## src/rtl/pser_pkg.sv

```systemverilog
// ----------------------------------------------------------------------------
// pser_pkg
// Shared types, widths and helpers for the pattern set exclusivity rate block.
// ----------------------------------------------------------------------------
package pser_pkg;

   localparam int ROW_W        = 32;
   localparam int SET_SIZE_W   = 6;
   localparam int OUT_W        = 17;
   localparam int RATE_FRAC_W  = 16;
   localparam int QUEUE_DEPTH  = 4;
   localparam int QUEUE_PTR_W  = $clog2(QUEUE_DEPTH);

   localparam int DEFAULT_MAX_PATTERNS = 32;
   localparam int DEFAULT_MAX_ROWS     = 65536;

   localparam logic [SET_SIZE_W-1:0] SET_SIZE_RESET = SET_SIZE_W'(2);
   localparam logic [OUT_W-1:0]      RATE_ONE       = OUT_W'(65536);

   typedef struct packed {
      logic [ROW_W-1:0] row_bits;
      logic             last_row;
   } req_type;

   typedef struct packed {
      logic [OUT_W-1:0] rate;
      logic [OUT_W-1:0] covered_rows;
      logic             no_coverage;
   } rsp_type;

   typedef struct packed {
      logic                  covered;
      logic [SET_SIZE_W-1:0] excl_count;
      logic [SET_SIZE_W-1:0] set_size;
      logic                  last_row;
   } row_class_type;

   function automatic logic [SET_SIZE_W-1:0] count_ones32(input logic [ROW_W-1:0] v);
      logic [SET_SIZE_W-1:0] total;
      total = '0;
      for (int k = 0; k < ROW_W / 4; k++) begin
         total = total + SET_SIZE_W'(v[4*k]) + SET_SIZE_W'(v[4*k+1])
                       + SET_SIZE_W'(v[4*k+2]) + SET_SIZE_W'(v[4*k+3]);
      end
      return total;
   endfunction

endpackage

```

## src/rtl/pser_front.sv

```systemverilog
// ----------------------------------------------------------------------------
// pser_front
// Holds the set size register, accepts rows and classifies each one.
// ----------------------------------------------------------------------------
module pser_front
   import pser_pkg::*;
#(
   parameter int MAX_PATTERNS = DEFAULT_MAX_PATTERNS
) (
   input  logic                  clock,
   input  logic                  reset,
   input  logic                  csr_write_enable,
   input  logic [SET_SIZE_W-1:0] csr_write_data,
   input  logic                  req_valid,
   output logic                  req_stall,
   input  req_type               req_data,
   output logic                  push_valid,
   output row_class_type         push_data,
   input  logic                  push_full
);

   logic [SET_SIZE_W-1:0] selected_count_ff;
   logic [SET_SIZE_W-1:0] selected_count_in;
   logic [SET_SIZE_W-1:0] set_size;
   logic [ROW_W-1:0]      row_mask;
   logic [SET_SIZE_W-1:0] ones;

   always_comb begin
      selected_count_in = csr_write_enable ? csr_write_data : selected_count_ff;
   end

   always_ff @(posedge clock) begin
      if (reset) begin
         selected_count_ff <= SET_SIZE_RESET;
      end else begin
         selected_count_ff <= selected_count_in;
      end
   end

   always_comb begin
      if (int'(selected_count_ff) > MAX_PATTERNS) begin
         set_size = SET_SIZE_W'(MAX_PATTERNS);
      end else begin
         set_size = selected_count_ff;
      end
      for (int i = 0; i < ROW_W; i++) begin
         row_mask[i] = (i < int'(set_size));
      end
      ones = count_ones32(req_data.row_bits & row_mask);
   end

   assign req_stall              = push_full;
   assign push_valid             = req_valid && !push_full;
   assign push_data.covered      = (ones != '0);
   assign push_data.excl_count   = set_size - ones;
   assign push_data.set_size     = set_size;
   assign push_data.last_row     = req_data.last_row;

endmodule

```

## src/rtl/pser_queue.sv

```systemverilog
// ----------------------------------------------------------------------------
// pser_queue
// Short queue of classified rows between the front and the back.
// ----------------------------------------------------------------------------
module pser_queue
   import pser_pkg::*;
(
   input  logic          clock,
   input  logic          reset,
   input  logic          push_valid,
   input  row_class_type push_data,
   output logic          push_full,
   output logic          pop_valid,
   output row_class_type pop_data,
   input  logic          pop_ready
);

   row_class_type          entry_ff [QUEUE_DEPTH];
   logic [QUEUE_PTR_W-1:0] wr_ptr_ff;
   logic [QUEUE_PTR_W-1:0] wr_ptr_in;
   logic [QUEUE_PTR_W-1:0] rd_ptr_ff;
   logic [QUEUE_PTR_W-1:0] rd_ptr_in;
   logic [QUEUE_PTR_W:0]   fill_ff;
   logic [QUEUE_PTR_W:0]   fill_in;
   logic                   do_push;
   logic                   do_pop;

   assign push_full = (fill_ff == (QUEUE_PTR_W+1)'(QUEUE_DEPTH));
   assign pop_valid = (fill_ff != '0);
   assign pop_data  = entry_ff[rd_ptr_ff];
   assign do_push   = push_valid && !push_full;
   assign do_pop    = pop_ready && pop_valid;

   always_comb begin
      wr_ptr_in = do_push ? wr_ptr_ff + 1'b1 : wr_ptr_ff;
      rd_ptr_in = do_pop ? rd_ptr_ff + 1'b1 : rd_ptr_ff;
      fill_in   = fill_ff;
      if (do_push && !do_pop) begin
         fill_in = fill_ff + 1'b1;
      end else if (do_pop && !do_push) begin
         fill_in = fill_ff - 1'b1;
      end
   end

   always_ff @(posedge clock) begin
      if (reset) begin
         wr_ptr_ff <= '0;
         rd_ptr_ff <= '0;
         fill_ff   <= '0;
      end else begin
         wr_ptr_ff <= wr_ptr_in;
         rd_ptr_ff <= rd_ptr_in;
         fill_ff   <= fill_in;
      end
   end

   always_ff @(posedge clock) begin
      if (do_push) begin
         entry_ff[wr_ptr_ff] <= push_data;
      end
   end

endmodule

```

## src/rtl/pser_back.sv

```systemverilog
// ----------------------------------------------------------------------------
// pser_back
// Accumulates classified rows and, after the last row, computes the rate with at most one division per matrix.
// ----------------------------------------------------------------------------
module pser_back
   import pser_pkg::*;
#(
   parameter int MAX_PATTERNS = DEFAULT_MAX_PATTERNS,
   parameter int MAX_ROWS     = DEFAULT_MAX_ROWS
) (
   input  logic          clock,
   input  logic          reset,
   input  logic          pop_valid,
   input  row_class_type pop_data,
   output logic          pop_ready,
   output logic          rsp_valid,
   input  logic          rsp_stall,
   output rsp_type       rsp_data
);

   localparam int CNT_W  = $clog2(MAX_ROWS + 1);
   localparam int SUM_W  = $clog2(MAX_ROWS * (MAX_PATTERNS - 1) + 1);
   localparam int DEN_W  = CNT_W + SET_SIZE_W;
   localparam int STEP_W = $clog2(RATE_FRAC_W);

   typedef enum logic [2:0] {
      ST_ACCUM,
      ST_MUL,
      ST_SETUP,
      ST_DIV,
      ST_DONE
   } state_type;

   state_type               state_ff, state_in;
   logic [CNT_W-1:0]        count_ff, count_in;
   logic [SUM_W-1:0]        sum_ff, sum_in;
   logic [SET_SIZE_W-1:0]   set_size_ff, set_size_in;
   logic [DEN_W-1:0]        den_ff, den_in;
   logic [DEN_W-1:0]        rem_ff, rem_in;
   logic [RATE_FRAC_W-1:0]  quot_ff, quot_in;
   logic [STEP_W-1:0]       step_ff, step_in;
   logic [OUT_W-1:0]        rate_ff, rate_in;
   logic                    flag_ff, flag_in;
   logic                    rsp_valid_ff, rsp_valid_in;
   rsp_type                 rsp_data_ff, rsp_data_in;
   logic [DEN_W:0]          rem_dbl;
   logic                    do_pop;

   assign pop_ready = (state_ff == ST_ACCUM);
   assign do_pop    = pop_ready && pop_valid;
   assign rem_dbl   = {rem_ff, 1'b0};
   assign rsp_valid = rsp_valid_ff;
   assign rsp_data  = rsp_data_ff;

   always_comb begin
      state_in     = state_ff;
      count_in     = count_ff;
      sum_in       = sum_ff;
      set_size_in  = set_size_ff;
      den_in       = den_ff;
      rem_in       = rem_ff;
      quot_in      = quot_ff;
      step_in      = step_ff;
      rate_in      = rate_ff;
      flag_in      = flag_ff;
      rsp_valid_in = rsp_valid_ff && rsp_stall;
      rsp_data_in  = rsp_data_ff;
      unique case (state_ff)
         ST_ACCUM: begin
            if (do_pop) begin
               if (pop_data.covered && (int'(count_ff) < MAX_ROWS)) begin
                  count_in = count_ff + 1'b1;
                  sum_in   = sum_ff + SUM_W'(pop_data.excl_count);
               end
               if (pop_data.last_row) begin
                  set_size_in = pop_data.set_size;
                  state_in    = ST_MUL;
               end
            end
         end
         ST_MUL: begin
            den_in   = DEN_W'(set_size_ff - 1'b1) * DEN_W'(count_ff);
            state_in = ST_SETUP;
         end
         ST_SETUP: begin
            rate_in  = '0;
            flag_in  = 1'b0;
            state_in = ST_DONE;
            if (set_size_ff >= SET_SIZE_W'(2)) begin
               if (count_ff == '0) begin
                  flag_in = 1'b1;
               end else if (DEN_W'(sum_ff) >= den_ff) begin
                  rate_in = RATE_ONE;
               end else begin
                  rem_in   = DEN_W'(sum_ff);
                  quot_in  = '0;
                  step_in  = '0;
                  state_in = ST_DIV;
               end
            end
         end
         ST_DIV: begin
            if (rem_dbl >= {1'b0, den_ff}) begin
               rem_in  = DEN_W'(rem_dbl - {1'b0, den_ff});
               quot_in = {quot_ff[RATE_FRAC_W-2:0], 1'b1};
            end else begin
               rem_in  = DEN_W'(rem_dbl);
               quot_in = {quot_ff[RATE_FRAC_W-2:0], 1'b0};
            end
            step_in = step_ff + 1'b1;
            if (step_ff == STEP_W'(RATE_FRAC_W - 1)) begin
               rate_in  = OUT_W'(quot_in);
               state_in = ST_DONE;
            end
         end
         ST_DONE: begin
            if (!rsp_valid_ff || !rsp_stall) begin
               rsp_valid_in             = 1'b1;
               rsp_data_in.rate         = rate_ff;
               rsp_data_in.covered_rows = OUT_W'(count_ff);
               rsp_data_in.no_coverage  = flag_ff;
               count_in                 = '0;
               sum_in                   = '0;
               state_in                 = ST_ACCUM;
            end
         end
         default: begin
            state_in = ST_ACCUM;
         end
      endcase
   end

   always_ff @(posedge clock) begin
      if (reset) begin
         state_ff     <= ST_ACCUM;
         count_ff     <= '0;
         sum_ff       <= '0;
         rsp_valid_ff <= 1'b0;
      end else begin
         state_ff     <= state_in;
         count_ff     <= count_in;
         sum_ff       <= sum_in;
         rsp_valid_ff <= rsp_valid_in;
      end
      set_size_ff <= set_size_in;
      den_ff      <= den_in;
      rem_ff      <= rem_in;
      quot_ff     <= quot_in;
      step_ff     <= step_in;
      rate_ff     <= rate_in;
      flag_ff     <= flag_in;
      rsp_data_ff <= rsp_data_in;
   end

`ifndef ASSERT_OFF
   a_flag_zero_rate: assert property (@(posedge clock) disable iff (reset)
      rsp_valid_ff |-> !(rsp_data_ff.no_coverage && (rsp_data_ff.rate != '0)))
      else $error("no_coverage result carries a nonzero rate");

   a_rate_bound: assert property (@(posedge clock) disable iff (reset)
      rsp_valid_ff |-> (rsp_data_ff.rate <= RATE_ONE))
      else $error("rate above one");

   a_div_invariant: assert property (@(posedge clock) disable iff (reset)
      (state_ff == ST_DIV) |-> ((den_ff != '0) && (rem_ff < den_ff)))
      else $error("divider remainder out of range");
`endif

endmodule

```

## src/rtl/pattern_set_exclusivity_rate.sv

```systemverilog
// ----------------------------------------------------------------------------
// pattern_set_exclusivity_rate
// Throughput: one row per cycle while the accumulator drains the row queue.
// A last row holds the accumulator while a division runs (multiply, check,
// 16 restoring divider steps, result load), or for multiply, check and result
// load without one, plus stalls.
// Reset is synchronous and clears the queue, sums and output; set size is 2.
// ----------------------------------------------------------------------------
module pattern_set_exclusivity_rate
   import pser_pkg::*;
#(
   parameter int MAX_PATTERNS = DEFAULT_MAX_PATTERNS,
   parameter int MAX_ROWS     = DEFAULT_MAX_ROWS
) (
   input  logic                  clock,
   input  logic                  reset,
   input  logic                  csr_write_enable,
   input  logic [SET_SIZE_W-1:0] csr_write_data,
   input  logic                  req_valid,
   output logic                  req_stall,
   input  req_type               req_data,
   output logic                  rsp_valid,
   input  logic                  rsp_stall,
   output rsp_type               rsp_data
);

   logic          push_valid;
   row_class_type push_data;
   logic          push_full;
   logic          pop_valid;
   row_class_type pop_data;
   logic          pop_ready;

   pser_front #(
      .MAX_PATTERNS(MAX_PATTERNS)
   ) u_front (
      .clock           (clock),
      .reset           (reset),
      .csr_write_enable(csr_write_enable),
      .csr_write_data  (csr_write_data),
      .req_valid       (req_valid),
      .req_stall       (req_stall),
      .req_data        (req_data),
      .push_valid      (push_valid),
      .push_data       (push_data),
      .push_full       (push_full)
   );

   pser_queue u_queue (
      .clock     (clock),
      .reset     (reset),
      .push_valid(push_valid),
      .push_data (push_data),
      .push_full (push_full),
      .pop_valid (pop_valid),
      .pop_data  (pop_data),
      .pop_ready (pop_ready)
   );

   pser_back #(
      .MAX_PATTERNS(MAX_PATTERNS),
      .MAX_ROWS    (MAX_ROWS)
   ) u_back (
      .clock    (clock),
      .reset    (reset),
      .pop_valid(pop_valid),
      .pop_data (pop_data),
      .pop_ready(pop_ready),
      .rsp_valid(rsp_valid),
      .rsp_stall(rsp_stall),
      .rsp_data (rsp_data)
   );

endmodule
```

## config.mk

```make
export PLATFORM = sky130hd
export DESIGN_NAME = pattern_set_exclusivity_rate
export DESIGN_NICKNAME = d
export VERILOG_FILES = /design/src/rtl/pser_pkg.sv /design/src/rtl/pser_front.sv /design/src/rtl/pser_queue.sv /design/src/rtl/pser_back.sv /design/src/rtl/pattern_set_exclusivity_rate.sv
export SDC_FILE = /design/constraint.sdc
export NUM_CORES = 1
export LEC_CHECK = 0
export BUFFER_PORTS_ARGS = -buffer_cell sky130_fd_sc_hd__buf_2
export CAP_MARGIN = 20
export CELL_PAD_IN_SITES_DETAIL_PLACEMENT = 0
export CELL_PAD_IN_SITES_GLOBAL_PLACEMENT = 1
export CORE_MARGIN = 1
export CORE_UTILIZATION = 40
export DETAILED_ROUTE_END_ITERATION = 10
export GPL_ROUTABILITY_DRIVEN = 1
export PLACE_DENSITY_LB_ADDON = 0.1
export SKIP_CTS_REPAIR_TIMING = 1
export SLEW_MARGIN = 20
export SYNTH_ARGS = -nofsm -noshare
export SYNTH_HDL_FRONTEND = slang
export SYNTH_HIERARCHICAL = 1
export SYNTH_SLANG_ARGS = --single-unit
```

## constraint.sdc

```tcl
create_clock -name clock -period 7.8 [get_ports clock]
set_clock_uncertainty 0.1 [all_clocks]
set_input_delay 0.78 -clock clock [delete_from_list [all_inputs] [get_ports clock]]
set_output_delay 0.78 -clock clock [all_outputs]
set_load 0.01 [all_outputs]
```

**Word level (Yosys, flattened, before mapping)**

Memory sizes are Yosys's and may differ from the RTL's. A register that Yosys moved wholly into a read port is not among the register bits.
Cells that the tools add are included.

- Register bits after elaboration: 179
- Bits in writable memories: 56
- Bits of input ports: 44
- Output and inout bits: 37
- Logic and storage cells: 184
- Memories: 1

- Add/sub/neg operators: 41
- Multipliers: 1
- Magnitude comparators: 37
- Equal/unequal tests: 14
- Mux-type cells: 45
- Bitwise operators: 1
- Reductions and logical operators: 26

Memory list:

| name | depth | bits a word | rd ports | clocked after memory_dff | wr ports | line | source |
|---|---|---|---|---|---|---|---|
| u_queue.entry_ff | 4 | 14 | 1 | 1 | 1 | pser_queue.sv:18 | `row_class_type entry_ff [QUEUE_DEPTH];` |

Operators with widths:

| operator | number |
|---|---|
| $add 6x1->6 | 30 |
| $mux 17 | 7 |
| $lt 5x6->1 const A | 16 |
| $mux 23 | 4 |
| $pmux 17 s2 | 2 |
| $mux 21 | 3 |
| $lt 4x6->1 const A | 8 |
| $pmux 23 s2 | 1 |
| $mux 15 | 3 |
| $pmux 21 s2 | 1 |
| $and 32x32->32 | 1 |
| $pmux 15 s2 | 1 |
| $mux 3 | 9 |
| $ge 24x23->1 | 1 |
| $lt 3x6->1 const A | 4 |
| $ge 21x23->1 | 1 |
| $mul 23x17->23 | 1 |
| $sub 23x23->23 | 1 |
| $add 21x6->21 | 1 |
| $add 17x1->17 const B | 1 |
| $logic_not 17->1 | 1 |
| $lt 17x17->1 const B | 1 |
| $pmux 3 s5 | 1 |
| $lt 1x6->1 const A | 2 |
| 31 further kinds | 64 |

**Longest topological paths before layout**

- Depth after elaboration: 36
- Mapped depth: 26
- Gate-level depth less buffers: 25

**By module**

The synthesis kept the hierarchy.

By module, submodules not included:

| module | instances | cells each | area an instance (µm²) | sequential area each (µm²) |
|---|---|---|---|---|
| pser_back | 1 | 1,213 | 12,210.5 | 4,564.4 |
| pser_queue | 1 | 121 | 2,516.2 | 1,861.8 |
| pser_front | 1 | 203 | 1,629.1 | 120.1 |

**Worst setup path before layout**

Ideal clock, no wire load.

- Path kind: register to register
- From: register u_front.selected_count_ff[5]
- To: memory u_queue/entry_ff[0][12] in the netlist's numbering (data pin)
- Setup time: 0.278 ns
- Data arrival time: 5.992 ns
- Data required time: 7.422 ns
- Setup slack: 1.430 ns
- Stages on the path, launching flop included: 20
- Path buffers: 0
- Clock period less this slack: 6.370 ns
- Path through: dfxtp_1 > and2b_4 > or2_4 > o21ai_0 > fa_1 > fa_1 > fa_1 > fa_1 > fa_1 > fa_1 > inv_1 > ha_1 > fa_1 > inv_1 > ha_1 > nor2b_1 > nor3_1 > o21bai_1 > a21oi_1 > xnor3_1

RTL lines:

| element | line | source |
|---|---|---|
| start: declaration | pser_front.sv:22 | `logic [SET_SIZE_W-1:0] selected_count_ff;` |
| start signal: assignment | pser_front.sv:36 | `selected_count_ff <= selected_count_in;` |
| end: declaration | pser_queue.sv:18 |  |

==> impl_metrics.env <==
export IMPL_finalCritPeriodShare=0.8922
export IMPL_avgRoutedWirePerCell_um=17.04
export IMPL_num_fill_cells=3863
export IMPL_postSynthAreaPerCell_sq_um=10.64
export IMPL_finalSetupViolations=0
export IMPL_maxCapViolations=0
export IMPL_layout_cell_area_non_filler_sq_mm=0.01821
export IMPL_power_density_mw_per_mm2=298.0
export IMPL_die_area_sq_mm=0.04170
export IMPL_clock_tree_buffer_depth=3
export IMPL_preCtsSetupSlack_ns=0.7603
export IMPL_clk_latency_ns=0.56
export IMPL_placeableCoreArea_sq_mm=0.04001
export IMPL_detail_route_vias_per_cell=5.050
export IMPL_drt_pass1_iterations=5
export IMPL_synth_area_leaders="sky130_fd_sc_hd__edfxtp_1, sky130_fd_sc_hd__fa_1, sky130_fd_sc_hd__ha_1"
export IMPL_max_vdd_ir_drop_mv=0.2126
export IMPL_setup_repair_after_global_routing_missed_its_margin="no"
export IMPL_buffer_ports_inserted=80
export IMPL_ctsHtreeMaxLevel=1
export IMPL_run_status="completed"
export IMPL_ys_dominant_reg_cell="sky130_fd_sc_hd__edfxtp_1"
export IMPL_route_vias_total=10860
export IMPL_vias_in_the_first_global_route=10890
export IMPL_totalWireLength_mm=36.64
export IMPL_final_critical_path_setup_slack_ns=0.8407
export IMPL_drtAntennaViolNets=0
export IMPL_synth_lib_cells_used_distinct=81
export IMPL_drive_gt1_frac=0.1120
export IMPL_worst_ep_arrival_time_ns=7.14
export IMPL_initial_utilization=0.4088
export IMPL_die_width_um=204.2
export IMPL_total_negative_slack_ns=0
export IMPL_syn_nets=1808
export IMPL_grt_overflow_total=0
export IMPL_launching_element_type_of_the_critical_path="register"
export IMPL_remaining_drcs=0
export IMPL_finalNonFillerCells=2150
export IMPL_grt_start_max_net_pins=43
export IMPL_routabilityCongestion=0.8644
export IMPL_asyncSetResetFlopFracSynth=0
export IMPL_track_usage=0.1788
export IMPL_postLayoutCoreUtil=0.4552
export IMPL_cts_sinks=237
export IMPL_path_class="register to register"
export IMPL_synth_top_area_cell="sky130_fd_sc_hd__edfxtp_1"
export IMPL_hpwl_reported_at_the_end_of_detailed_placement_mm=27.62
export IMPL_die_y_um=204.2
export IMPL_hold_fails_final_rpt=0
export IMPL_synth_edff_count=180
export IMPL_finish_net_count=1875
export IMPL_post_synth_inst_count=1537
export IMPL_yosys_area_top_type_share=0.3305
export IMPL_tritoncts="built"
export IMPL_critical_path_rt_ns=7.98
export IMPL_cp_max_fo=18
export IMPL_root_buffer="sky130_fd_sc_hd__clkbuf_16"
export IMPL_n_antenna_cell=0
export IMPL_relSlewSlack=0.3228
export IMPL_crit_path_end_kind="register"
export IMPL_layout_area_overhead_vs_synth_pct=11.33
export IMPL_yosys_warnings=6
export IMPL_power_leakage_nw=7.758
export IMPL_cts_buffers=27
export IMPL_actual_transition_at_the_worst_max_transition_pin_ns=1.016
export IMPL_synth_seq_area_share=0.4002
export IMPL_worst_hold_path_type="register to register"
export IMPL_synth_area_sq_mm=0.01636
export IMPL_max_freq_mhz=143.7
export IMPL_yosys_register_bits=237
export IMPL_grt_pass1_wl_mm=58.75
export IMPL_i_o_pin_cnt=81
export IMPL_drt_iter0_markers=489
export IMPL_final_min_clock_period_ns=6.959
export IMPL_antenna_violations_before_repair=0
export IMPL_placementRows=73
export IMPL_path_clk_slew_ns=0.06
export IMPL_placed_cell_area_sq_mm=0.01728
export IMPL_timing_final_max_slew_violations=0
export IMPL_dp_cells=2100
-- worst paths after layout --
kind                                 from                      end  slack (ns)  depth (start not counted)
max          u_front/selected_count_ff[5]  u_queue/entry_ff[3][12]        0.84                         19
min                    u_back/rate_ff[13]      u_back/rsp_data[31]        0.32                          0
max reg2reg  u_front/selected_count_ff[5]  u_queue/entry_ff[3][12]        0.84                         19
min reg2reg            u_back/rate_ff[13]      u_back/rsp_data[31]        0.32                          0
-- cell usage in the layout, fill, tap and decap left out, types with 27 or more instances in the layout --
| cell type | n |
|---|---|
| sky130_fd_sc_hd__a21oi_1 | 65 |
| sky130_fd_sc_hd__ha_1 | 124 |
| sky130_fd_sc_hd__buf_2 | 80 |
| sky130_fd_sc_hd__xnor2_1 | 48 |
| sky130_fd_sc_hd__edfxtp_1 | 180 |
| sky130_fd_sc_hd__nor2_1 | 128 |
| sky130_fd_sc_hd__nor2b_1 | 66 |
| sky130_fd_sc_hd__fa_1 | 103 |
| sky130_fd_sc_hd__dfxtp_1 | 57 |
| sky130_fd_sc_hd__xor2_1 | 32 |
| sky130_fd_sc_hd__o21ai_0 | 54 |
| sky130_fd_sc_hd__a21o_1 | 28 |
| sky130_fd_sc_hd__inv_1 | 180 |
| sky130_fd_sc_hd__clkbuf_16 | 27 |
| sky130_fd_sc_hd__nand3_1 | 31 |
| sky130_fd_sc_hd__and2_1 | 45 |
| sky130_fd_sc_hd__nand2_1 | 95 |
-- registers in the layout, summed over array words and instances, names as in the netlist, 2 cells and up, named ones only --
register	cells
u_back/state_ff	3
u_back/rsp_data	35
u_back/quot_ff	15
u_front/selected_count_ff	6
u_queue/entry_ff	56
u_back/rem_ff	23
u_back/set_size_ff	6
u_queue/rd_ptr_ff	2
u_back/count_ff	17
u_queue/fill_ff	3
u_queue/wr_ptr_ff	2
u_back/step_ff	4
u_back/sum_ff	21
u_back/den_ff	23
u_back/rate_ff	17
-- synth_stat cells, drive strengths merged (47+ instances only) --
| library cell | number |
|---|---|
| fa | 103 |
| nand2 | 97 |
| ha | 124 |
| edfxtp | 180 |
| xnor2 | 48 |
| nor2b | 66 |
| o21ai | 75 |
| nor2 | 130 |
| and2 | 47 |
| inv | 180 |
| a21oi | 69 |
| dfxtp | 57 |
-- power by group --
group / switching [W] / internal [W]
sequential: 0.000142 / 0.00177
clock: 0.000528 / 0.000785
combinational: 0.00133 / 0.000875
total: 0.00200 / 0.00343
-- routing by layer --
metal	vias up	global-route usage	wire, um	part of all wire
li1	5392	-	-	-
met1	5261	0.2645	18590	0.51
met2	162	0.2808	16300	0.44
met3	43	0.02152	1136	0.031
met4	0	0.03545	614	0.017
met5	-	0	0	0
-- critical path: stages (launching register included) --
cell and delay [ns]:
sky130_fd_sc_hd__dfxtp_1 0.67, sky130_fd_sc_hd__nor2b_1 0.26, sky130_fd_sc_hd__or2_4 0.32, sky130_fd_sc_hd__o21ai_0 0.26, sky130_fd_sc_hd__fa_1 0.47, sky130_fd_sc_hd__fa_1 0.53, sky130_fd_sc_hd__fa_1 0.53, sky130_fd_sc_hd__fa_1 0.52
sky130_fd_sc_hd__fa_1 0.52, sky130_fd_sc_hd__fa_1 0.54, sky130_fd_sc_hd__inv_1 0.05, sky130_fd_sc_hd__ha_1 0.21, sky130_fd_sc_hd__fa_1 0.50, sky130_fd_sc_hd__inv_1 0.07, sky130_fd_sc_hd__ha_1 0.27, sky130_fd_sc_hd__nor2b_1 0.14
sky130_fd_sc_hd__nor3_1 0.18, sky130_fd_sc_hd__o21bai_1 0.11, sky130_fd_sc_hd__a21oi_1 0.17, sky130_fd_sc_hd__xnor3_1 0.27
-- layout make-up --
| cell class | instances | area [sq um] | share of cell area |
|---|---|---|---|
| clock buffers | 31 | 700.7 | 0.03848 |
| well taps | 525 | 656.9 | 0.03608 |
| multi-input cells | 1063 | 8891 | 0.4883 |
| clock inverters | 19 | 229.0 | 0.01257 |
| inverters | 181 | 679.4 | 0.03731 |
| repair buffers | 94 | 505.5 | 0.02776 |
| flip-flops and latches | 237 | 6546 | 0.3595 |
-- stage by stage --
step,hold WS [ns],power (W)
after global placement,0.3007,0.004122
after floorplan,0.3003,0.003562
final,0.3182,0.005426
after global routing,0.3108,0.005832
after CTS,0.2999,0.005498
after detailed placement,0.3056,0.004152
-- logic make-up (layout without fill, tap and decap cells) --
group / after synthesis / in the layout / share of synthesized area
XOR/XNOR: 82 / 82 / 0.04475
flip-flops: 237 / 237 / 0.4002
adder cells (fa/ha/maj): 227 / 227 / 0.2209
multiplexers: 35 / 35 / 0.03282
AND/OR/NAND/NOR: 465 / 465 / 0.1430
AO/OA/AOI/OAI: 254 / 254 / 0.09960
buffers and inverters: 237 / 325 / 0.05867
Note: power is estimated with default switching activity, not from simulation.
